### src/rtl/bae_pkg.sv
// package for the binary arithmetic encoder core
// holds the queue item type and the range engine state encoding, no dependencies
`default_nettype none

package bae_pkg;

    localparam int unsigned ProbW = 12;
    localparam int unsigned ByteW = 8;
    localparam int unsigned RangeW = 32;
    localparam int unsigned MaxBytes = 4;

    typedef struct packed {
        logic [ProbW-1:0] probability;
        logic             bit_value;
    } bae_item_t;

    typedef enum logic [1:0] {
        ST_IDLE,
        ST_MUL,
        ST_UPDATE,
        ST_EMIT
    } bae_state_t;

endpackage

`default_nettype wire

### src/rtl/bae_front.sv
// front part of the encoder: input transfer and item queue
// uses bae_pkg for the item type
`default_nettype none

module bae_front #(
    parameter int unsigned QUEUE_DEPTH = 4
) (
    input  wire logic               aclk,
    input  wire logic               aresetn,
    input  wire logic               s_tvalid,
    output logic                    s_tready,
    input  wire bae_pkg::bae_item_t in_item,
    input  wire logic               pop,
    output logic                    not_empty,
    output bae_pkg::bae_item_t      head_item
);
    import bae_pkg::*;

    localparam int unsigned PtrW = (QUEUE_DEPTH > 1) ? $clog2(QUEUE_DEPTH) : 1;
    localparam int unsigned CntW = $clog2(QUEUE_DEPTH + 1);
    localparam logic [PtrW-1:0] LastPtr = PtrW'(QUEUE_DEPTH - 1);
    localparam logic [CntW-1:0] FullCnt = CntW'(QUEUE_DEPTH);

    bae_item_t       mem [QUEUE_DEPTH];
    bae_item_t       head_reg;
    logic [PtrW-1:0] wr_ptr_reg, wr_ptr_next;
    logic [PtrW-1:0] rd_ptr_reg, rd_ptr_next;
    logic [CntW-1:0] count_reg, count_next;
    logic            push;

    assign s_tready  = (count_reg != FullCnt);
    assign push      = s_tvalid && s_tready;
    assign not_empty = (count_reg != '0);
    assign head_item = head_reg;

    always_comb begin
        wr_ptr_next = wr_ptr_reg;
        rd_ptr_next = rd_ptr_reg;
        count_next  = count_reg;
        if (push) begin
            wr_ptr_next = (wr_ptr_reg == LastPtr) ? '0 : wr_ptr_reg + 1'b1;
        end
        if (pop) begin
            rd_ptr_next = (rd_ptr_reg == LastPtr) ? '0 : rd_ptr_reg + 1'b1;
        end
        if (push && !pop) begin
            count_next = count_reg + 1'b1;
        end else if (pop && !push) begin
            count_next = count_reg - 1'b1;
        end
    end

    always_ff @(posedge aclk) begin
        if (!aresetn) begin
            wr_ptr_reg <= '0;
            rd_ptr_reg <= '0;
            count_reg  <= '0;
        end else begin
            wr_ptr_reg <= wr_ptr_next;
            rd_ptr_reg <= rd_ptr_next;
            count_reg  <= count_next;
        end
    end

    // storage and registered read port
    always_ff @(posedge aclk) begin
        if (push) begin
            mem[wr_ptr_reg] <= in_item;
        end
        if (pop) begin
            head_reg <= mem[rd_ptr_reg];
        end
    end

endmodule

`default_nettype wire

### src/rtl/bae_back.sv
// back part of the encoder: interval update and byte shift-out
// uses bae_pkg for the item type and the sequencer states
`default_nettype none

module bae_back (
    input  wire logic               aclk,
    input  wire logic               aresetn,
    input  wire logic               not_empty,
    input  wire bae_pkg::bae_item_t head_item,
    output logic                    pop,
    output logic                    m_tvalid,
    input  wire logic               m_tready,
    output logic [7:0]              m_tdata,
    output logic                    m_tlast
);
    import bae_pkg::*;

    localparam logic [1:0] LastCount = 2'(MaxBytes - 1);

    bae_state_t        state_reg, state_next;
    logic [RangeW-1:0] low_reg, low_next;
    logic [RangeW-1:0] high_reg, high_next;
    logic [RangeW-1:0] span_reg, span_next;   // always high - low
    logic [RangeW-1:0] prod_reg, prod_next;
    logic              bit_reg, bit_next;
    logic [1:0]        cnt_reg, cnt_next;
    logic              valid_reg, valid_next;
    logic [ByteW-1:0]  data_reg, data_next;
    logic              last_reg, last_next;

    logic [RangeW-1:0] split;
    logic              top_match;
    logic              out_free;
    logic              emit_last;

    assign split     = low_reg + prod_reg;
    assign top_match = (low_reg[31:24] == high_reg[31:24]);
    assign out_free  = !valid_reg || m_tready;
    assign emit_last = (low_reg[23:16] != high_reg[23:16]) || (cnt_reg == LastCount);

    assign m_tvalid = valid_reg;
    assign m_tdata  = data_reg;
    assign m_tlast  = last_reg;

    // next state
    always_comb begin
        state_next = state_reg;
        case (state_reg)
            ST_IDLE: begin
                if (not_empty) begin
                    state_next = ST_MUL;
                end
            end
            ST_MUL:    state_next = ST_UPDATE;
            ST_UPDATE: state_next = ST_EMIT;
            ST_EMIT: begin
                if (!top_match) begin
                    state_next = ST_IDLE;
                end else if (out_free && emit_last) begin
                    state_next = ST_IDLE;
                end
            end
            default: state_next = ST_IDLE;
        endcase
    end

    // datapath and outputs
    always_comb begin
        pop        = 1'b0;
        low_next   = low_reg;
        high_next  = high_reg;
        span_next  = span_reg;
        prod_next  = prod_reg;
        bit_next   = bit_reg;
        cnt_next   = cnt_reg;
        data_next  = data_reg;
        last_next  = last_reg;
        valid_next = valid_reg && !m_tready;
        case (state_reg)
            ST_IDLE: begin
                pop      = not_empty;
                cnt_next = '0;
            end
            ST_MUL: begin
                prod_next = RangeW'(span_reg[31:12]) * RangeW'(head_item.probability);
                bit_next  = head_item.bit_value;
            end
            ST_UPDATE: begin
                if (bit_reg) begin
                    high_next = split;
                    span_next = prod_reg;
                end else begin
                    low_next  = split + 1'b1;
                    span_next = span_reg - prod_reg - 1'b1;
                end
            end
            ST_EMIT: begin
                if (top_match && out_free) begin
                    valid_next = 1'b1;
                    data_next  = high_reg[31:24];
                    last_next  = emit_last;
                    low_next   = {low_reg[23:0], 8'h00};
                    high_next  = {high_reg[23:0], 8'hff};
                    span_next  = {span_reg[23:0], 8'hff};
                    cnt_next   = cnt_reg + 1'b1;
                end
            end
            default: begin
                pop = 1'b0;
            end
        endcase
    end

    always_ff @(posedge aclk) begin
        if (!aresetn) begin
            state_reg <= ST_IDLE;
            low_reg   <= '0;
            high_reg  <= '1;
            span_reg  <= '1;
            cnt_reg   <= '0;
            valid_reg <= 1'b0;
        end else begin
            state_reg <= state_next;
            low_reg   <= low_next;
            high_reg  <= high_next;
            span_reg  <= span_next;
            cnt_reg   <= cnt_next;
            valid_reg <= valid_next;
        end
    end

    always_ff @(posedge aclk) begin
        prod_reg <= prod_next;
        bit_reg  <= bit_next;
        data_reg <= data_next;
        last_reg <= last_next;
    end

endmodule

`default_nettype wire

### src/rtl/binary_arithmetic_encoder_core.sv
// top level of the binary arithmetic encoder: front queue plus range engine
// depends on bae_pkg, bae_front and bae_back
`default_nettype none

// Binary arithmetic encoder with 12-bit probabilities. Each input transfer carries one
// bit and the chance (scaled by 4096) that it is a one; the core narrows a 32-bit
// interval and sends out every settled top byte as one output transfer, zero to four
// per bit, with tlast on the final byte of each bit. No flush is done here. Input
// transfers go into a small queue (QUEUE_DEPTH entries), so the source keeps running
// while the range engine is busy or the sink stalls. The range engine works on one bit
// at a time: the IDLE state reads the queue, MUL does the 20x12 multiply, UPDATE moves
// the bounds and EMIT sends the settled bytes, waiting while the sink is not ready,
// until no further byte settles or four are out. That sequencer sets the sustained rate;
// the queue only hides bursts. Reset needs no clearing pass.
module binary_arithmetic_encoder_core #(
    parameter int unsigned QUEUE_DEPTH = 4
) (
    input  wire logic        aclk,
    input  wire logic        aresetn,
    // input channel
    input  wire logic        s_tvalid,
    output logic             s_tready,
    input  wire logic [15:0] s_tdata,   // [0] bit_value, [12:1] probability, [15:13] zero
    // result channel
    output logic             m_tvalid,
    input  wire logic        m_tready,
    output logic [7:0]       m_tdata,   // [7:0] code_byte
    output logic             m_tlast    // last_byte
);
    import bae_pkg::*;

    bae_item_t in_item;
    bae_item_t head_item;
    logic      q_pop;
    logic      q_not_empty;

    // unpack the input transfer, padding bits are ignored
    assign in_item.bit_value   = s_tdata[0];
    assign in_item.probability = s_tdata[12:1];

    bae_front #(
        .QUEUE_DEPTH (QUEUE_DEPTH)
    ) u_front (
        .aclk      (aclk),
        .aresetn   (aresetn),
        .s_tvalid  (s_tvalid),
        .s_tready  (s_tready),
        .in_item   (in_item),
        .pop       (q_pop),
        .not_empty (q_not_empty),
        .head_item (head_item)
    );

    bae_back u_back (
        .aclk      (aclk),
        .aresetn   (aresetn),
        .not_empty (q_not_empty),
        .head_item (head_item),
        .pop       (q_pop),
        .m_tvalid  (m_tvalid),
        .m_tready  (m_tready),
        .m_tdata   (m_tdata),
        .m_tlast   (m_tlast)
    );

    // the engine never reads an empty queue
    a_pop_not_empty: assert property (@(posedge aclk) disable iff (!aresetn)
        q_pop |-> q_not_empty)
        else $error("queue read while empty");

    // reads are spaced by the multiply and update cycles
    a_pop_spacing: assert property (@(posedge aclk) disable iff (!aresetn)
        q_pop |=> !q_pop)
        else $error("queue read on consecutive cycles");

    // an accepted transfer leaves the queue non-empty
    a_push_fills: assert property (@(posedge aclk) disable iff (!aresetn)
        (s_tvalid && s_tready) |=> q_not_empty)
        else $error("accepted transfer lost by the queue");

    // reset drops any pending output transfer
    a_reset_clears_out: assert property (@(posedge aclk)
        !aresetn |=> !m_tvalid)
        else $error("output valid after reset");

endmodule

`default_nettype wire
### config.mk
export PLATFORM = sky130hd
export DESIGN_NAME = binary_arithmetic_encoder_core
export DESIGN_NICKNAME = d
export VERILOG_FILES = /design/src/rtl/bae_pkg.sv /design/src/rtl/bae_front.sv /design/src/rtl/bae_back.sv /design/src/rtl/binary_arithmetic_encoder_core.sv
export SDC_FILE = /design/constraint.sdc
export NUM_CORES = 1
export LEC_CHECK = 0
export BUFFER_PORTS_ARGS = -buffer_cell sky130_fd_sc_hd__buf_2
export CAP_MARGIN = 20
export CELL_PAD_IN_SITES_DETAIL_PLACEMENT = 0
export CELL_PAD_IN_SITES_GLOBAL_PLACEMENT = 1
export CORE_MARGIN = 2
export CORE_UTILIZATION = 50
export DETAILED_ROUTE_END_ITERATION = 8
export PLACE_DENSITY = 0.89
export SETUP_SLACK_MARGIN = 0.4
export SKIP_LAST_GASP = 1
export SLEW_MARGIN = 20
export SYNTH_ARGS = -nofsm -noshare
export SYNTH_HDL_FRONTEND = slang
export SYNTH_SLANG_ARGS = --single-unit
### constraint.sdc
create_clock -name aclk -period 6.83 [get_ports aclk]
set_input_delay 0.683 -clock aclk [delete_from_list [all_inputs] [get_ports aclk]]
set_output_delay 0.683 -clock aclk [all_outputs]
set_load 0.02 [all_outputs]
==> results.txt <==
----------------------------------------------------
[Drt]
  Routed length on met3 ... 2890 um
  Detailed-routed wire length on met2 ... 24,300 um
  Wirelength per Cell ... 18.5 um
  Via count of the routed design ... 15,900
  Number of DRC markers in iteration 0 ... 1,076
  Residual DRC ... 0
  Met1 Routed Length ... 22,500 um
  Final wirelength ... 51,200 um
  First drt pass iteration count ... 5
  Highest signal layer in the routed design ... met4
  Post-detailed-route via-to-cell ratio ... 5.73
  Post-route ant nets ... 0

[Synthesis]
  Portion of netlist area occupied by mux cells ... 2.80%
  Number of nets produced by synthesis ... 2,578
  Fraction of the mapped netlist area in compound gates ... 14.7%
  Mean post-synth cell area ... 9.02 um2
  Main combinational cell family by area after synthesis ... adder cells
  Sequential cell area fraction in the yosys report ... 26.7%
  Cell type contributing the most total cell area after synthesis ... sky130_fd_sc_hd__fa_1
  Most numerous cell in the Yosys netlist ... sky130_fd_sc_hd__nand2_1
  Synthesized-area fraction occupied by adder cells ... 27.2%
  Number of warnings reported in the yosys synthesis log ... 0
  Simple-gate portion of the synthesized area ... 16.1%
  Commonest cells in the synthesized netlist ... sky130_fd_sc_hd__nand2_1 (310), sky130_fd_sc_hd__inv_1 (270), sky130_fd_sc_hd__fa_1 (183)
  Fraction of synthesized cell area taken by the top area cell type ... 18.2%
  Most area-consuming cells after synthesis ... sky130_fd_sc_hd__fa_1 (18%), sky130_fd_sc_hd__edfxtp_1 (16%), sky130_fd_sc_hd__dfxtp_1 (11%)
  Proportion of register bits with asynchronous set or reset after synthesis ... 0%
  Mapped cell area ... 0.0201 mm2
  Post-synthesis sequential element count ... 215
  Synthesized instance count ... 2,231
  Top_reg_cell synth ... sky130_fd_sc_hd__dfxtp_1
  Number of different library cells in the post-synthesis netlist ... 86
  Xor-xnor portion of the synthesized cell area ... 5.29%
  Number of enable flip-flop cells after synthesis ... 107

[Final layout]
  Max reg flops ... 52
  Count of filler cells inserted in the layout ... 3,522
  Register cell area after layout ... 0.00538 mm2
  Largest register by flop count ... u_front.mem
  Footprint of the multi-input gates ... 0.0133 mm2
  Total inserted antenna cells ... 0
  Layout cells sized above 1 ... 7.76%
  Area delta synth->final ... 8.24%
  Layout net count ... 2,571

[Floorplanning]
  Starting utilization of the core area ... 50.7%
  Core Area ... 0.0397 mm2
  Vert. Die Dim ... 205 um
  Die Outline Area ... 0.0419 mm2
  DIE WIDTH ... 205 um
  Floorplan row count ... 73
  Number of primary I/O pins ... 31

[Worst setup path]
  Length in cells of the worst reg-to-reg path ... 23
  Flop2flop setup slack ... 0.79 ns
  Kind of critical path ... reg2reg
  Arrival time reported for the critical path endpoint ... 6.34 ns
  Startpoint type of the worst setup path ... flip-flop
  Required time worst endpoint ... 7.12 ns
  Crit path max fanout ... 5
  Worst Setup End Kind ... flip-flop
  Beginning of the worst register-to-register path ... u_front.head_item[8]$_DFFE_PP_
  FF-to-FF End ... u_back.prod_reg[31]$_DFFE_PN_

[GRT]
  All-layer global routing usage ... 24.9%
  Maximum number of pins on one net before global-route repair ... 71
  Wire length of the first global-routing pass ... 82,800 um
  Vias in the first global route ... 16,000
  Total overflow reported by the global router ... 0
  Number of antenna violations at the first check in global routing ... 0

[Clock tree]
  CTS tree ... done
  Clock sink count ... 215
  Post-CTS clock slew at the launch and capture registers of the worst setup and hold paths ... 0.06 ns
  Number of levels the H-tree was split into ... 1
  Clk root buf ... sky130_fd_sc_hd__clkbuf_16
  Clock insertion delay at the later pin of the skew report ... 0.55 ns
  Clock Path Buffers ... 3
  Cts bufs inserted ... 25

[Min path]
  Hold Crit Start ... s_tdata[2]
  Worst Hold End ... u_front.mem[3][2]$_DFFE_PP_
  Class of the most critical hold timing path ... in2reg
  Number of cells on the worst hold path ... 1

[Timing]
  Hold Violations, Final ... 0
  Relative max-transition margin ... 43.8%
  Fraction of the cycle the final worst path needs ... 88.5%
  Number of slew-limit violations in the final report ... 0
  Maximum clock rate ... 165 MHz
  Final setup violation count ... 0
  Post-layout minimum cycle time ... 6.04 ns
  Aggregate negative setup slack ... 0 ns
  Setup repair after global routing missed its margin ... false
  Final worst clock skew ... 0.0142 ns
  Transition time of the tightest slew-check pin ... 0.844 ns

[Run]
  Max Cap Viol ... 0

[Status]
  Status ... completed

[Place]
  DP HPWL ... 40,100 um
  Buffers on Ports ... 27
  Final GP Congestion ... 0.907

----------------------------------------------------
-- cell families (layout without fill, tap and decap cells) --
group           Yosys count  count (layout)
buf+inv                 385             397
compound gates          450             450
mux                      40              40
fa+ha+maj               327             327
xor+xnor                119             119
simple gates            695             695
flops                   215             215
-- repair_timing --
item / in CTS / in global routing
buffers inserted: 0 / 5
resized for setup: 0 / 2
hold buffers: 0 / 0
endpoints found under the setup margin: 0 / 3
-- stage by stage --
stage | util [%] | setup slack, ns | area (um2) | cells | hold WS, ns
global placement | 52.5 | 0.578 | 20900 | 2717 | 0.426
detailed placement | 52.5 | 0.547 | 20900 | 2717 | 0.431
floorplan | - | 0.856 | 20100 | 2231 | 0.400
CTS | 54.7 | 0.533 | 21700 | 2763 | 0.328
global route | 54.8 | 0.409 | 21800 | 2768 | 0.338
finish | 54.8 | 0.785 | 21800 | 2768 | 0.347
-- layout make-up --
| type | instances | area share, % |
|---|---|---|
| repair buffers | 79 | 2.53 |
| flip-flops and latches | 215 | 24.7 |
| multi-input cells | 1631 | 61.1 |
| inverters | 272 | 4.69 |
| clock inverters | 14 | 0.787 |
| clock buffers | 32 | 3.18 |
| well taps | 525 | 3.01 |
-- how the worst max path moves through the flow --
stage               slack, ns                           start  cells after the start                             to
floorplan                0.86  u_front.head_item[7]$_DFFE_PP_                     23  u_back.prod_reg[31]$_DFFE_PN_
global placement         0.58  u_front.head_item[4]$_DFFE_PP_                     23  u_back.prod_reg[31]$_DFFE_PN_
detailed placement       0.55  u_front.head_item[4]$_DFFE_PP_                     23  u_back.prod_reg[31]$_DFFE_PN_
CTS                      0.53  u_front.head_item[4]$_DFFE_PP_                     23  u_back.prod_reg[31]$_DFFE_PN_
global route             0.41  u_front.head_item[6]$_DFFE_PP_                     23  u_back.prod_reg[31]$_DFFE_PN_
finish                   0.79  u_front.head_item[8]$_DFFE_PP_                     23  u_back.prod_reg[31]$_DFFE_PN_
-- metal layers --
layer,global-route usage (%),vias to the layer above
met1,33.4,7784
met5,0,-
met3,3.13,97
li1,-,7523
met4,7.66,0
met2,42.0,453
-- layout by cell type (no fill, tap or decap), types with 6 or more instances in the layout --
cell type and count:
sky130_fd_sc_hd__a211oi_1 25, sky130_fd_sc_hd__buf_4 50, sky130_fd_sc_hd__or4_1 7, sky130_fd_sc_hd__a211o_1 7, sky130_fd_sc_hd__and2_1 82, sky130_fd_sc_hd__nor3_1 22, sky130_fd_sc_hd__clkbuf_16 25, sky130_fd_sc_hd__xor2_1 39
sky130_fd_sc_hd__o211ai_1 48, sky130_fd_sc_hd__xnor2_1 77, sky130_fd_sc_hd__o22ai_1 6, sky130_fd_sc_hd__inv_1 270, sky130_fd_sc_hd__mux4_2 13, sky130_fd_sc_hd__o31ai_1 8, sky130_fd_sc_hd__fa_1 183, sky130_fd_sc_hd__o21a_1 12
sky130_fd_sc_hd__nor2b_1 8, sky130_fd_sc_hd__and3_1 19, sky130_fd_sc_hd__nand2_1 310, sky130_fd_sc_hd__o21ai_0 89, sky130_fd_sc_hd__a2111oi_0 8, sky130_fd_sc_hd__a21o_1 35, sky130_fd_sc_hd__nor2_1 136, sky130_fd_sc_hd__or3_1 8
sky130_fd_sc_hd__buf_2 27, sky130_fd_sc_hd__a22oi_1 8, sky130_fd_sc_hd__nand4_1 14, sky130_fd_sc_hd__dfxtp_1 106, sky130_fd_sc_hd__o21bai_1 11, sky130_fd_sc_hd__ha_1 143, sky130_fd_sc_hd__nand2b_1 18, sky130_fd_sc_hd__nand3_1 40
sky130_fd_sc_hd__a31oi_1 12, sky130_fd_sc_hd__mux2i_1 26, sky130_fd_sc_hd__a21oi_1 123, sky130_fd_sc_hd__edfxtp_1 107
-- critical path: stages, from the launching register on --
cell                        delay (ns)
sky130_fd_sc_hd__edfxtp_1         0.48
sky130_fd_sc_hd__and2_1           0.23
sky130_fd_sc_hd__fa_1             0.52
sky130_fd_sc_hd__inv_1            0.06
sky130_fd_sc_hd__fa_1             0.53
sky130_fd_sc_hd__inv_1            0.05
sky130_fd_sc_hd__fa_1             0.45
sky130_fd_sc_hd__fa_1             0.50
sky130_fd_sc_hd__inv_1            0.06
sky130_fd_sc_hd__fa_1             0.48
sky130_fd_sc_hd__inv_1            0.05
sky130_fd_sc_hd__ha_1             0.34
sky130_fd_sc_hd__a21o_1           0.18
sky130_fd_sc_hd__a21o_1           0.18
sky130_fd_sc_hd__a21oi_2          0.19
sky130_fd_sc_hd__o31ai_1          0.11
sky130_fd_sc_hd__a21oi_1          0.26
sky130_fd_sc_hd__a31o_2           0.25
sky130_fd_sc_hd__o211a_1          0.17
sky130_fd_sc_hd__nor3_1           0.05
sky130_fd_sc_hd__a2111oi_0        0.29
sky130_fd_sc_hd__buf_4            0.19
sky130_fd_sc_hd__a21oi_1          0.07
sky130_fd_sc_hd__xnor2_1          0.12
Power is not shown: default switching activity piles up to over one toggle a cycle in this logic, so the estimate is an artifact.
